[src/rtl/core/risc16_pkg.sv]
// shared constants, codes, command/status structs and address helper for the risc16 core
// no dependencies; compile first
`default_nettype none

package risc16_pkg;

  // word memory geometry
  localparam int MEM_WORDS = 8192;
  localparam int MEM_AW    = $clog2(MEM_WORDS);
  localparam int RF_DEPTH  = 8;
  localparam int RF_AW     = $clog2(RF_DEPTH);

  // transaction kinds
  localparam logic [1:0] KIND_LOAD  = 2'd0;
  localparam logic [1:0] KIND_RUN   = 2'd1;
  localparam logic [1:0] KIND_RDMEM = 2'd2;
  localparam logic [1:0] KIND_RDREG = 2'd3;

  // major opcodes, bits 15:13
  localparam logic [2:0] OP_RRR  = 3'd0;
  localparam logic [2:0] OP_ADDI = 3'd1;
  localparam logic [2:0] OP_J    = 3'd2;
  localparam logic [2:0] OP_JAL  = 3'd3;
  localparam logic [2:0] OP_LW   = 3'd4;
  localparam logic [2:0] OP_SW   = 3'd5;
  localparam logic [2:0] OP_JEQ  = 3'd6;
  localparam logic [2:0] OP_SLTI = 3'd7;

  // three-register function codes, bits 3:0
  localparam logic [3:0] FN_ADD = 4'b0000;
  localparam logic [3:0] FN_SUB = 4'b0001;
  localparam logic [3:0] FN_OR  = 4'b0010;
  localparam logic [3:0] FN_AND = 4'b0011;
  localparam logic [3:0] FN_SLT = 4'b0100;
  localparam logic [3:0] FN_JR  = 4'b1000;

  localparam logic [2:0] REG_LINK = 3'd7;

  // controller to datapath
  typedef struct packed {
    logic clear_wr;
    logic latch_in;
    logic start;
    logic mem_wr_item;
    logic mem_wr_sw;
    logic mem_rd_item;
    logic mem_rd_fetch;
    logic mem_rd_ea;
    logic rf_rd_item;
    logic rf_rd_ra;
    logic rf_rd_rb;
    logic cap_read_mem;
    logic cap_read_rf;
    logic cap_ir;
    logic cap_a;
    logic cap_b;
    logic exec_commit;
    logic load_commit;
    logic out_load;
  } dp_cmd_t;

  // datapath to controller
  typedef struct packed {
    logic [1:0] kind;
    logic       halted;
    logic       op_lw;
    logic       op_sw;
    logic       clr_last;
    logic       out_free;
  } dp_sts_t;

  // 13-bit address reduced modulo the memory size; quotient is below eight
  function automatic logic [MEM_AW-1:0] mem_index(input logic [12:0] addr);
    logic [16:0] rem;
    logic [16:0] step;
    rem = {4'b0000, addr};
    for (int i = 2; i >= 0; i--) begin
      step = 17'(MEM_WORDS) << i;
      if (rem >= step) begin
        rem = rem - step;
      end
    end
    return rem[MEM_AW-1:0];
  endfunction

endpackage

`default_nettype wire

[src/rtl/core/risc16_ctrl.sv]
// sequencing state machine of the risc16 core
// depends on risc16_pkg (command and status structs, transaction kinds)
`default_nettype none

module risc16_ctrl (
  input  wire logic                clk,
  input  wire logic                rst_n,
  input  wire logic                in_valid,
  output logic                     in_ready,
  input  wire risc16_pkg::dp_sts_t sts,
  output risc16_pkg::dp_cmd_t      cmd
);

  typedef enum logic [10:0] {
    ST_CLEAR = 11'b000_0000_0001,
    ST_IDLE  = 11'b000_0000_0010,
    ST_DISP  = 11'b000_0000_0100,
    ST_MRD   = 11'b000_0000_1000,
    ST_RRD   = 11'b000_0001_0000,
    ST_FETCH = 11'b000_0010_0000,
    ST_RDA   = 11'b000_0100_0000,
    ST_RDB   = 11'b000_1000_0000,
    ST_EXEC  = 11'b001_0000_0000,
    ST_LOAD  = 11'b010_0000_0000,
    ST_DONE  = 11'b100_0000_0000
  } state_t;

  state_t state_r, state_nxt;

  always_comb begin
    state_nxt = state_r;
    cmd       = '0;
    in_ready  = 1'b0;
    case (state_r)
      ST_CLEAR: begin
        cmd.clear_wr = 1'b1;
        if (sts.clr_last) begin
          state_nxt = ST_IDLE;
        end
      end
      ST_IDLE: begin
        in_ready = 1'b1;
        if (in_valid) begin
          cmd.latch_in = 1'b1;
          state_nxt    = ST_DISP;
        end
      end
      ST_DISP: begin
        cmd.start = 1'b1;
        case (sts.kind)
          risc16_pkg::KIND_LOAD: begin
            cmd.mem_wr_item = 1'b1;
            state_nxt       = ST_DONE;
          end
          risc16_pkg::KIND_RUN: begin
            if (sts.halted) begin
              state_nxt = ST_DONE;
            end else begin
              cmd.mem_rd_fetch = 1'b1;
              state_nxt        = ST_FETCH;
            end
          end
          risc16_pkg::KIND_RDMEM: begin
            cmd.mem_rd_item = 1'b1;
            state_nxt       = ST_MRD;
          end
          default: begin
            cmd.rf_rd_item = 1'b1;
            state_nxt      = ST_RRD;
          end
        endcase
      end
      ST_MRD: begin
        cmd.cap_read_mem = 1'b1;
        state_nxt        = ST_DONE;
      end
      ST_RRD: begin
        cmd.cap_read_rf = 1'b1;
        state_nxt       = ST_DONE;
      end
      ST_FETCH: begin
        cmd.cap_ir   = 1'b1;
        cmd.rf_rd_ra = 1'b1;
        state_nxt    = ST_RDA;
      end
      ST_RDA: begin
        cmd.cap_a    = 1'b1;
        cmd.rf_rd_rb = 1'b1;
        state_nxt    = ST_RDB;
      end
      ST_RDB: begin
        cmd.cap_b = 1'b1;
        state_nxt = ST_EXEC;
      end
      ST_EXEC: begin
        cmd.exec_commit = 1'b1;
        if (sts.op_lw) begin
          cmd.mem_rd_ea = 1'b1;
          state_nxt     = ST_LOAD;
        end else begin
          cmd.mem_wr_sw = sts.op_sw;
          state_nxt     = ST_DONE;
        end
      end
      ST_LOAD: begin
        cmd.load_commit = 1'b1;
        state_nxt       = ST_DONE;
      end
      ST_DONE: begin
        if (sts.out_free) begin
          cmd.out_load = 1'b1;
          state_nxt    = ST_IDLE;
        end
      end
      default: begin
        state_nxt = ST_IDLE;
      end
    endcase
  end

  always_ff @(posedge clk) begin
    if (!rst_n) begin
      state_r <= ST_CLEAR;
    end else begin
      state_r <= state_nxt;
    end
  end

  // no transaction is taken until the clearing pass has run to its last word
  a_no_accept_in_clear: assert property (@(posedge clk) disable iff (!rst_n)
    (state_r == ST_CLEAR && !sts.clr_last) |=> !in_ready)
    else $error("input taken before memory clear finished");

  // an accepted transaction is dispatched on the very next cycle
  a_done_after_disp: assert property (@(posedge clk) disable iff (!rst_n)
    cmd.latch_in |=> cmd.start)
    else $error("accepted transaction not dispatched");

endmodule

`default_nettype wire

[config.mk]
export PLATFORM = sky130hd
export DESIGN_NAME = risc16_ctrl
export DESIGN_NICKNAME = d
export VERILOG_FILES = /design/src/rtl/core/risc16_pkg.sv /design/src/rtl/core/risc16_ctrl.sv
export SDC_FILE = /design/constraint.sdc
export NUM_CORES = 1
export LEC_CHECK = 0
export ABC_AREA = 1
export BUFFER_PORTS_ARGS = -buffer_cell sky130_fd_sc_hd__buf_4
export CORE_MARGIN = 1
export CORE_UTILIZATION = 51
export DETAILED_ROUTE_END_ITERATION = 8
export GPL_TIMING_DRIVEN = 0
export PLACE_DENSITY_LB_ADDON = 0.08
export SKIP_LAST_GASP = 1
export SLEW_MARGIN = 40
export SYNTH_ARGS = -nofsm -noshare
export SYNTH_HDL_FRONTEND = slang
export SYNTH_SLANG_ARGS = --single-unit
[constraint.sdc]
create_clock -name clk -period 3.8 [get_ports clk]
set_input_delay 0.76 -clock clk [delete_from_list [all_inputs] [get_ports clk]]
set_output_delay 0.76 -clock clk [all_outputs]
set_load 0.005 [all_outputs]
---- Yosys cells after proc, flatten, opt, wreduce, memory -nomap -nowiden ----
Cells that the tools add are included.
storage, ports and cells
  flip-flop bits (word level) ............. 11
  bits in latches ......................... 0
  bits in writable memories ............... 0
  ROM bits ................................ 0
  output and inout bits ................... 20
  word-level logic and storage cells ...... 53
  memories kept ........................... 0
operators by class
  add/sub/neg operators ................... 0
  $mul .................................... 0
  div/mod/pow operators ................... 0
  $lt $le $gt $ge ......................... 0
  equality and inequality tests ........... 16
  shift operators ......................... 0
  muxes and demuxes ....................... 32
  bitwise gates (word level) .............. 0
  reductions and logical operators ........ 4
operator list
  operator              count
  $pmux 11 s9           1
  $mux 11               5
  $pmux 11 s3           1
  $mux 1                23
  $eq 11x1->1 const B   1
  $eq 11x10->1 const B  1
  $eq 11x11->1 const B  1
  $eq 11x2->1 const B   1
  $eq 11x3->1 const B   1
  $eq 11x4->1 const B   1
  $eq 11x5->1 const B   1
  $eq 11x6->1 const B   1
  $eq 11x7->1 const B   1
  $eq 11x8->1 const B   1
  $eq 11x9->1 const B   1
  $ne 2x2->1 const B    3
  $reduce_or 3->1       2
  $mux 2                2
  $reduce_and 3->1      1
  $eq 2x1->1 const B    1
  $eq 2x2->1 const B    1
  $logic_not 2->1       1

---- Longest topological paths before layout ----
Gate-level depths: netlist of run 1.
  depth after elaboration ................. 4
  gate-level depth with buffers ........... 9

---- Worst setup path after synthesis of run 1 ----
Ideal clock, no wire load.
  path kind ............................... input-to-output
  start point ............................. input sts[5] in the netlist's numbering
  end point ............................... output cmd[12] in the netlist's numbering
  arrival ................................. 1.213 ns
  required time ........................... 3.040 ns
  path slack .............................. 1.827 ns
  stages on the path ...................... 3
  buffers on the path ..................... 0
  path through ............................ inv_1 -> or2_2 -> nor2_1
RTL lines
  item         RTL line           text
  from (decl)  risc16_ctrl.sv:10  input wire risc16_pkg::dp_sts_t sts,
  to (decl)    risc16_ctrl.sv:11  output risc16_pkg::dp_cmd_t cmd

==> impl_metrics.sql, run 1 <==
INSERT INTO impl_metrics (metric_group, metric, value, unit) VALUES
('run_status', 'outcome', 'complete, no violations', ''),
('global_route', 'number_of_antenna_violations_at_the_first_check_in_global_routing', '0', ''),
('synthesis', 'synth_cells', '124', ''),
('worst_setup_path', 'critical_path_arrival', '1.59', 'ns'),
('routing', 'final_routed_drc_violation_total', '0', ''),
('timing', 'setup_repair_after_global_routing_missed_its_margin', 'false', ''),
('finish', 'layout_top_registers', 'state_r x11', ''),
('synthesis', 'number_of_synthesis_warnings', '0', ''),
('cts', 'cts.htree.levels', '1', ''),
('power', 'powerDensity', '255.4', 'nW/um2'),
('synthesis', 'part_of_the_yosys_area_used_for_sequential_elements', '28.16', '%'),
('worst_setup_path', 'critical_path_class', 'flop to primary output', ''),
('synthesis', 'post_synth_num_cell_types', '23', ''),
('cts', 'sink_count_of_the_clock_tree', '11', ''),
('cts', 'clock_tree_from_tritoncts', 'built', ''),
('global_route', 'first_global_vias', '726', ''),
('finish', 'synth_to_layout_area_growth', '33.60', '%'),
('global_route', 'grt_first_pass_wirelength', '2787', 'um'),
('synthesis', 'postSynthAreaPerCell', '6.306', 'um2'),
('place', 'dpl_cell_area', '1018', 'um2'),
('finish', 'nets', '168', ''),
('floorplanning', 'chip_width', '41.16', 'um'),
('timing', 'layout_worst_path_cycle_share', '61.80', '%'),
('place', 'hpwl', '1501', 'um'),
('synthesis', 'synth.top_cells.by_area', 'sky130_fd_sc_hd__dfxtp_1 28%, sky130_fd_sc_hd__inv_1 12%, sky130_fd_sc_hd__nand2_1 9.6%', ''),
('routing', 'drt_first_iter_violations', '17', ''),
('synthesis', 'dominantRegCellSynth', 'sky130_fd_sc_hd__dfxtp_1', ''),
('synthesis', 'yosys_register_bits', '11', ''),
('routing', 'totalWireLength', '1871', 'um'),
('finish', 'fillers', '108', ''),
('global_route', 'globalRoute.totalOverflow', '0', ''),
('timing', 'worst-slew-pin-transition', '0.3037', 'ns'),
('floorplanning', 'num_rows', '13', ''),
('synthesis', 'yosysTopAreaCell', 'sky130_fd_sc_hd__dfxtp_1', ''),
('synthesis', 'post_synth_edffs', '0', ''),
('power', 'cellLeakagePower', '0.0006179', 'uW'),
('routing', 'via_per_inst', '5.099', ''),
('routing', 'vias', '877', ''),
('synthesis', 'netlist.area_leader.share', '28.16', '%'),
('cts', 'worstSkewPairLatency', '0.28', 'ns'),
('power', 'ir_worst_vdd', '0.2060', 'mV'),
('worst_setup_path', 'crit_fanout', '5', ''),
('power', 'total_power', '266.8', 'uW'),
('timing', 'timing.final.max_slew_violations', '0', ''),
('synthesis', 'most_frequent_cell_after_synthesis', 'sky130_fd_sc_hd__inv_1', ''),
('timing', 'fmaxAchievable', '425.8', 'MHz'),
('floorplanning', 'floorplan.die.height', '41.16', 'um'),
('cts', 'clk_path_buf_depth', '2', ''),
('synthesis', 'synth.cells.most_frequent', '25 x sky130_fd_sc_hd__inv_1, 20 x sky130_fd_sc_hd__nand2_1, 20 x sky130_fd_sc_hd__nor2_1', ''),
('timing', 'max_slew_margin', '79.60', '%'),
('cts', 'path_clk_slew', '0.07', 'ns'),
('synthesis', 'syn-cell-area', '782.0', 'um2'),
('worst_setup_path', 'critPathLaunchType', 'flop', ''),
('cts', 'cts_resized', '0', ''),
('global_route', 'pin_count_of_the_biggest_net_entering_global_routing', '11', ''),
('timing', 'finalHoldWorstSlack', '0.6209', 'ns'),
('worst_hold_path', 'worstHoldPathType', 'flop to flop', ''),
('timing', 'setup_viol', '0', ''),
('place', 'port-buffer-count', '29', ''),
('worst_setup_path', 'worst-endpoint-required', '3.04', 'ns'),
('floorplanning', 'top_level_ports', '30', ''),
('synthesis', 'mappedNetlistNets', '134', ''),
('place', 'gpl.final_weighted_congestion', '0.8616', ''),
('global_route', 'gr-usage-all-layers', '26.37', '%'),
('finish', 'largest_register_ff_count', '11', ''),
('routing', 'routed_wire_length_per_instance', '10.88', 'um'),
('floorplanning', 'fp.dieArea', '1694', 'um2'),
('timing', 'fin_tns_setup', '0', 'ns'),
('flow_run', 'maxCapViolations', '0', ''),
('synthesis', 'async_reset_ff_share', '0', '%'),
('finish', 'stdcell_area', '1045', 'um2');
## power by group
group          switching [uW]  internal (uW)
logic                    35.7           27.2
clock network            42.0           40.8
registers                2.39            119
## worst max-delay path: stages (launching register included)
cell and delay [ns]:
sky130_fd_sc_hd__dfxtp_1 0.33, sky130_fd_sc_hd__nor2_2 0.18, sky130_fd_sc_hd__nand2_2 0.12, sky130_fd_sc_hd__nor2_4 0.16
sky130_fd_sc_hd__nand3_2 0.11, sky130_fd_sc_hd__clkinv_2 0.10, sky130_fd_sc_hd__nand2_1 0.10, sky130_fd_sc_hd__nor2_1 0.11
sky130_fd_sc_hd__buf_4 0.12
## per-stage QoR
| step | util, % | worst slack (ns) | cells |
|---|---|---|---|
| 6_report | 76.47 | 1.452 | 172 |
| 5_1_grt | 76.47 | 1.349 | 172 |
| 4_1_cts | 76.47 | 1.456 | 172 |
| 3_5_place_dp | 74.54 | 1.596 | 168 |
| 3_3_place_gp | 74.54 | 1.610 | 168 |
| 2_1_floorplan | - | 1.827 | 124 |
## kinds of logic after synthesis
| group | after synthesis | share of synthesized area (%) |
|---|---|---|
| buf+inv | 30 | 16.48 |
| compound gates | 3 | 1.919 |
| flops | 11 | 28.16 |
| simple gates | 80 | 53.44 |
## layout by cell type (no fill, tap or decap)
master | netlist | final
sky130_fd_sc_hd__nand2_4 | 1 | 1
sky130_fd_sc_hd__nor2_1 | 20 | 20
sky130_fd_sc_hd__nand3b_1 | 1 | 1
sky130_fd_sc_hd__nand2_1 | 20 | 20
sky130_fd_sc_hd__nor3_1 | 9 | 9
sky130_fd_sc_hd__dfxtp_1 | 11 | 11
sky130_fd_sc_hd__buf_6 | 1 | 1
sky130_fd_sc_hd__clkinv_2 | 1 | 1
sky130_fd_sc_hd__o21ai_0 | 1 | 1
sky130_fd_sc_hd__clkbuf_4 | 0 | 3
sky130_fd_sc_hd__nor2_2 | 5 | 5
sky130_fd_sc_hd__nand3b_2 | 1 | 1
sky130_fd_sc_hd__nand2_2 | 4 | 4
sky130_fd_sc_hd__clkinv_1 | 1 | 1
sky130_fd_sc_hd__nor2_4 | 2 | 2
sky130_fd_sc_hd__nor4_2 | 1 | 1
sky130_fd_sc_hd__inv_1 | 25 | 25
sky130_fd_sc_hd__a21oi_1 | 2 | 2
sky130_fd_sc_hd__and3_1 | 1 | 1
sky130_fd_sc_hd__nand3_2 | 3 | 3
sky130_fd_sc_hd__nor4_1 | 3 | 3
sky130_fd_sc_hd__clkbuf_1 | 0 | 1
sky130_fd_sc_hd__or2_2 | 1 | 1
sky130_fd_sc_hd__buf_4 | 2 | 31
sky130_fd_sc_hd__nand3_1 | 8 | 8
## final timing paths
check	slack [ns]	end	from	cells past startpoint
worst max-delay path	1.45	cmd[15]	state_r[6]	8
worst min-delay path	0.62	state_r[9]	state_r[8]	4
worst max register to register	2.33	state_r[10]	state_r[6]	9
worst min register to register	0.62	state_r[9]	state_r[8]	4
## cell type report
class	count	area [um2]	share of cell area, %
multi-input cells	83	432.9	41.44
plain buffers	3	26.28	2.515
clock buffers	4	26.28	2.515
well taps	15	18.77	1.796
flip-flops and latches	11	220.2	21.08
inverters	27	102.6	9.820
repair buffers	29	217.7	20.84
## per-layer routing
metal  share of wire, %  wire length [um]  track usage (%)
met3                7.9               147            4.348
met4                3.4                63            20.97
met5                  0                 0                0
met1                 39               737            26.38
met2                 49               923            47.27
Note: power is estimated with default switching activity, not from simulation.
==> inputs of run 2 (changes only) <==
--- a/config.mk
+++ b/config.mk
@@ -8,7 +8,7 @@
 export ABC_AREA = 1
 export BUFFER_PORTS_ARGS = -buffer_cell sky130_fd_sc_hd__buf_4
 export CORE_MARGIN = 1
-export CORE_UTILIZATION = 51
+export CORE_UTILIZATION = 47
 export DETAILED_ROUTE_END_ITERATION = 8
 export GPL_TIMING_DRIVEN = 0
 export PLACE_DENSITY_LB_ADDON = 0.08
==> constraint.sdc (replaced) <==
create_clock -name clk -period 2.25 [get_ports clk]
set_input_delay 0.45 -clock clk [delete_from_list [all_inputs] [get_ports clk]]
set_output_delay 0.45 -clock clk [all_outputs]
set_load 0.005 [all_outputs]
==> impl_metrics.sql, run 2 (synthesized netlist as in run 1, its figures left out) <==
INSERT INTO impl_metrics (metric_group, metric, value, unit) VALUES
('run_status', 'outcome', 'complete, no violations', ''),
('worst_hold_path', 'whs_endpoint', 'state_r[0]', ''),
('finish', 'nets', '168', ''),
('worst_setup_path', 'worst-endpoint-required', '1.80', 'ns'),
('power', 'powerDensity', '424.7', 'nW/um2'),
('global_route', 'number_of_antenna_violations_at_the_first_check_in_global_routing', '0', ''),
('worst_setup_path', 'crit_fanout', '5', ''),
('finish', 'num_antenna_cells', '0', ''),
('finish', 'largest_register_ff_count', '11', ''),
('power', 'ir_worst_vdd', '0.2695', 'mV'),
('cts', 'cts_root_buffer', 'sky130_fd_sc_hd__clkbuf_4', ''),
('timing', 'fin_tns_setup', '0', 'ns'),
('worst_setup_path', 'worst-r2r-setup-slack', '0.82', 'ns'),
('global_route', 'first_global_vias', '809', ''),
('timing', 'worst-slew-pin-transition', '0.3105', 'ns'),
('timing', 'layout_worst_path_cycle_share', '88.90', '%'),
('place', 'port-buffer-count', '29', ''),
('worst_hold_path', 'hold_start', 'rst_n', ''),
('place', 'gpl.final_weighted_congestion', '0.8503', ''),
('routing', 'drt_pass1_iterations', '4', ''),
('cts', 'path_clk_slew', '0.07', 'ns'),
('worst_setup_path', 'nature_of_the_critical_path_endpoint', 'primary output', ''),
('worst_setup_path', 'critical_path_arrival', '1.55', 'ns'),
('timing', 'finalHoldWorstSlack', '0.3574', 'ns'),
('timing', 'clock-skew-final', '0.0005143', 'ns'),
('floorplanning', 'num_rows', '14', ''),
('global_route', 'grt_first_pass_wirelength', '3229', 'um'),
('timing', 'timing.final.max_slew_violations', '0', ''),
('worst_hold_path', 'whs_path_depth', '2', ''),
('routing', 'vias', '855', ''),
('cts', 'worstSkewPairLatency', '0.27', 'ns'),
('cts', 'postCtsSetupRepairBufs', '0', ''),
('finish', 'synth_to_layout_area_growth', '33.76', '%'),
('worst_setup_path', 'rr_startpoint', 'state_r[0]', ''),
('routing', 'drt_first_iter_violations', '15', ''),
('global_route', 'globalRoute.totalOverflow', '0', ''),
('timing', 'fmaxAchievable', '499.9', 'MHz'),
('cts', 'cts_hold_buf', '0', ''),
('routing', 'antenna_violating_nets_post_route', '0', ''),
('floorplanning', 'floorplan.initialDensity', '51.31', '%'),
('finish', 'final_cell_mix', '31 x sky130_fd_sc_hd__buf_4, 25 x sky130_fd_sc_hd__inv_1, 20 x sky130_fd_sc_hd__nor2_1, 20 x sky130_fd_sc_hd__nand2_1, 11 x sky130_fd_sc_hd__dfxtp_1', ''),
('timing', 'max_slew_margin', '79.14', '%'),
('floorplanning', 'floorplan.die.height', '42.79', 'um'),
('cts', 'cts.htree.levels', '1', ''),
('worst_setup_path', 'regToRegEndpoint', 'state_r[10]', ''),
('finish', 'mostFrequentLayoutCell', 'sky130_fd_sc_hd__buf_4', ''),
('place', 'hpwl', '1422', 'um'),
('finish', 'drive_gt1_share', '34.39', '%'),
('finish', 'layout_top_registers', 'state_r x11', ''),
('timing', 'setup_viol', '0', ''),
('timing', 'timing.final.hold_violations', '0', ''),
('worst_setup_path', 'critPathLaunchType', 'flop', ''),
('worst_hold_path', 'worstHoldPathType', 'input port to flop', ''),
('finish', 'top_register', 'state_r', ''),
('timing', 'setup_repair_after_global_routing_missed_its_margin', 'false', ''),
('worst_setup_path', 'critical_path_class', 'flop to primary output', ''),
('worst_setup_path', 'worst_reg_to_reg_cells', '9', ''),
('floorplanning', 'fp.dieArea', '1831', 'um2'),
('routing', 'routed_wire_length_per_instance', '9.971', 'um'),
('global_route', 'gr-usage-all-layers', '22.87', '%'),
('routing', 'totalWireLength', '1725', 'um'),
('cts', 'tritoncts.num_buffers', '3', ''),
('flow_run', 'maxCapViolations', '0', ''),
('routing', 'final_routed_drc_violation_total', '0', ''),
('floorplanning', 'chip_width', '42.79', 'um'),
('global_route', 'pin_count_of_the_biggest_net_entering_global_routing', '11', ''),
('floorplanning', 'core', '1524', 'um2'),
('floorplanning', 'top_level_ports', '30', ''),
('timing', 'period_minus_slack', '2.000', 'ns'),
('routing', 'via_per_inst', '4.942', ''),
('cts', 'sink_count_of_the_clock_tree', '11', ''),
('power', 'cellLeakagePower', '0.0006179', 'uW'),
('cts', 'clk_path_buf_depth', '2', ''),
('cts', 'cts_resized', '0', ''),
('cts', 'clock_tree_from_tritoncts', 'built', '');
[run 2: cell counts in the layout (fill, tap and decap cells not counted)]
No cell type changed its count.
[run 2: power by group]
group | switching (uW) | total [uW] | internal (uW)
Clock | 65.6 | 134 | 68.6
Combinational | 59.6 | 105 | 45.9
Sequential | 4.00 | 205 | 201
[run 2: worst max-delay path: stages, from the launching register on]
cell and delay, ns:
sky130_fd_sc_hd__dfxtp_1 0.34, sky130_fd_sc_hd__nor2_2 0.15, sky130_fd_sc_hd__nand2_2 0.11, sky130_fd_sc_hd__nor2_4 0.16
sky130_fd_sc_hd__nand3_2 0.10, sky130_fd_sc_hd__clkinv_2 0.10, sky130_fd_sc_hd__nand2_1 0.10, sky130_fd_sc_hd__nor2_1 0.12
sky130_fd_sc_hd__buf_4 0.12
[run 2: area by class of cell]
| class | instances | area [um2] |
|---|---|---|
| tap | 16 | 20.02 |
| clock buffer | 4 | 26.28 |
| sequential | 11 | 220.2 |
| fill | 142 | 478.0 |
| multi-input combinational | 83 | 432.9 |
| inverter | 27 | 102.6 |
| timing repair buffer | 29 | 217.7 |
| buffer | 3 | 26.28 |
[run 2: metal layers]
metal	vias to the layer above	routed length (um)	part of all wire [%]	GRT usage [%]
met1	371	716	42	28.80
li1	444	-	-	-
met4	0	14	0.81	7.500
met3	4	156	9.0	4.255
met2	36	837	49	38.79
met5	-	0	0	0
[run 2: how the worst max path moves through the flow]
stage,start,endpoint,slack (ns),cells past startpoint
finish,state_r[6],cmd[12],0.25,8
global route,state_r[0],cmd[9],0.10,7
CTS,state_r[6],cmd[12],0.21,8
detailed placement,state_r[6],cmd[12],0.51,8
global placement,state_r[8],cmd[12],0.58,8
floorplan,state_r[8],cmd[12],0.76,7
[run 2: stage by stage]
stage	util [%]	area, um2	setup slack, ns	instances	total power [uW]
CTS	68.64	1046	0.2067	173	446.5
global placement	66.91	1020	0.5789	169	312.5
detailed placement	66.91	1020	0.5115	169	314.1
global route	68.64	1046	0.1001	173	472.3
finish	68.64	1046	0.2497	173	444.2
floorplan	-	782.0	0.7555	124	278.6
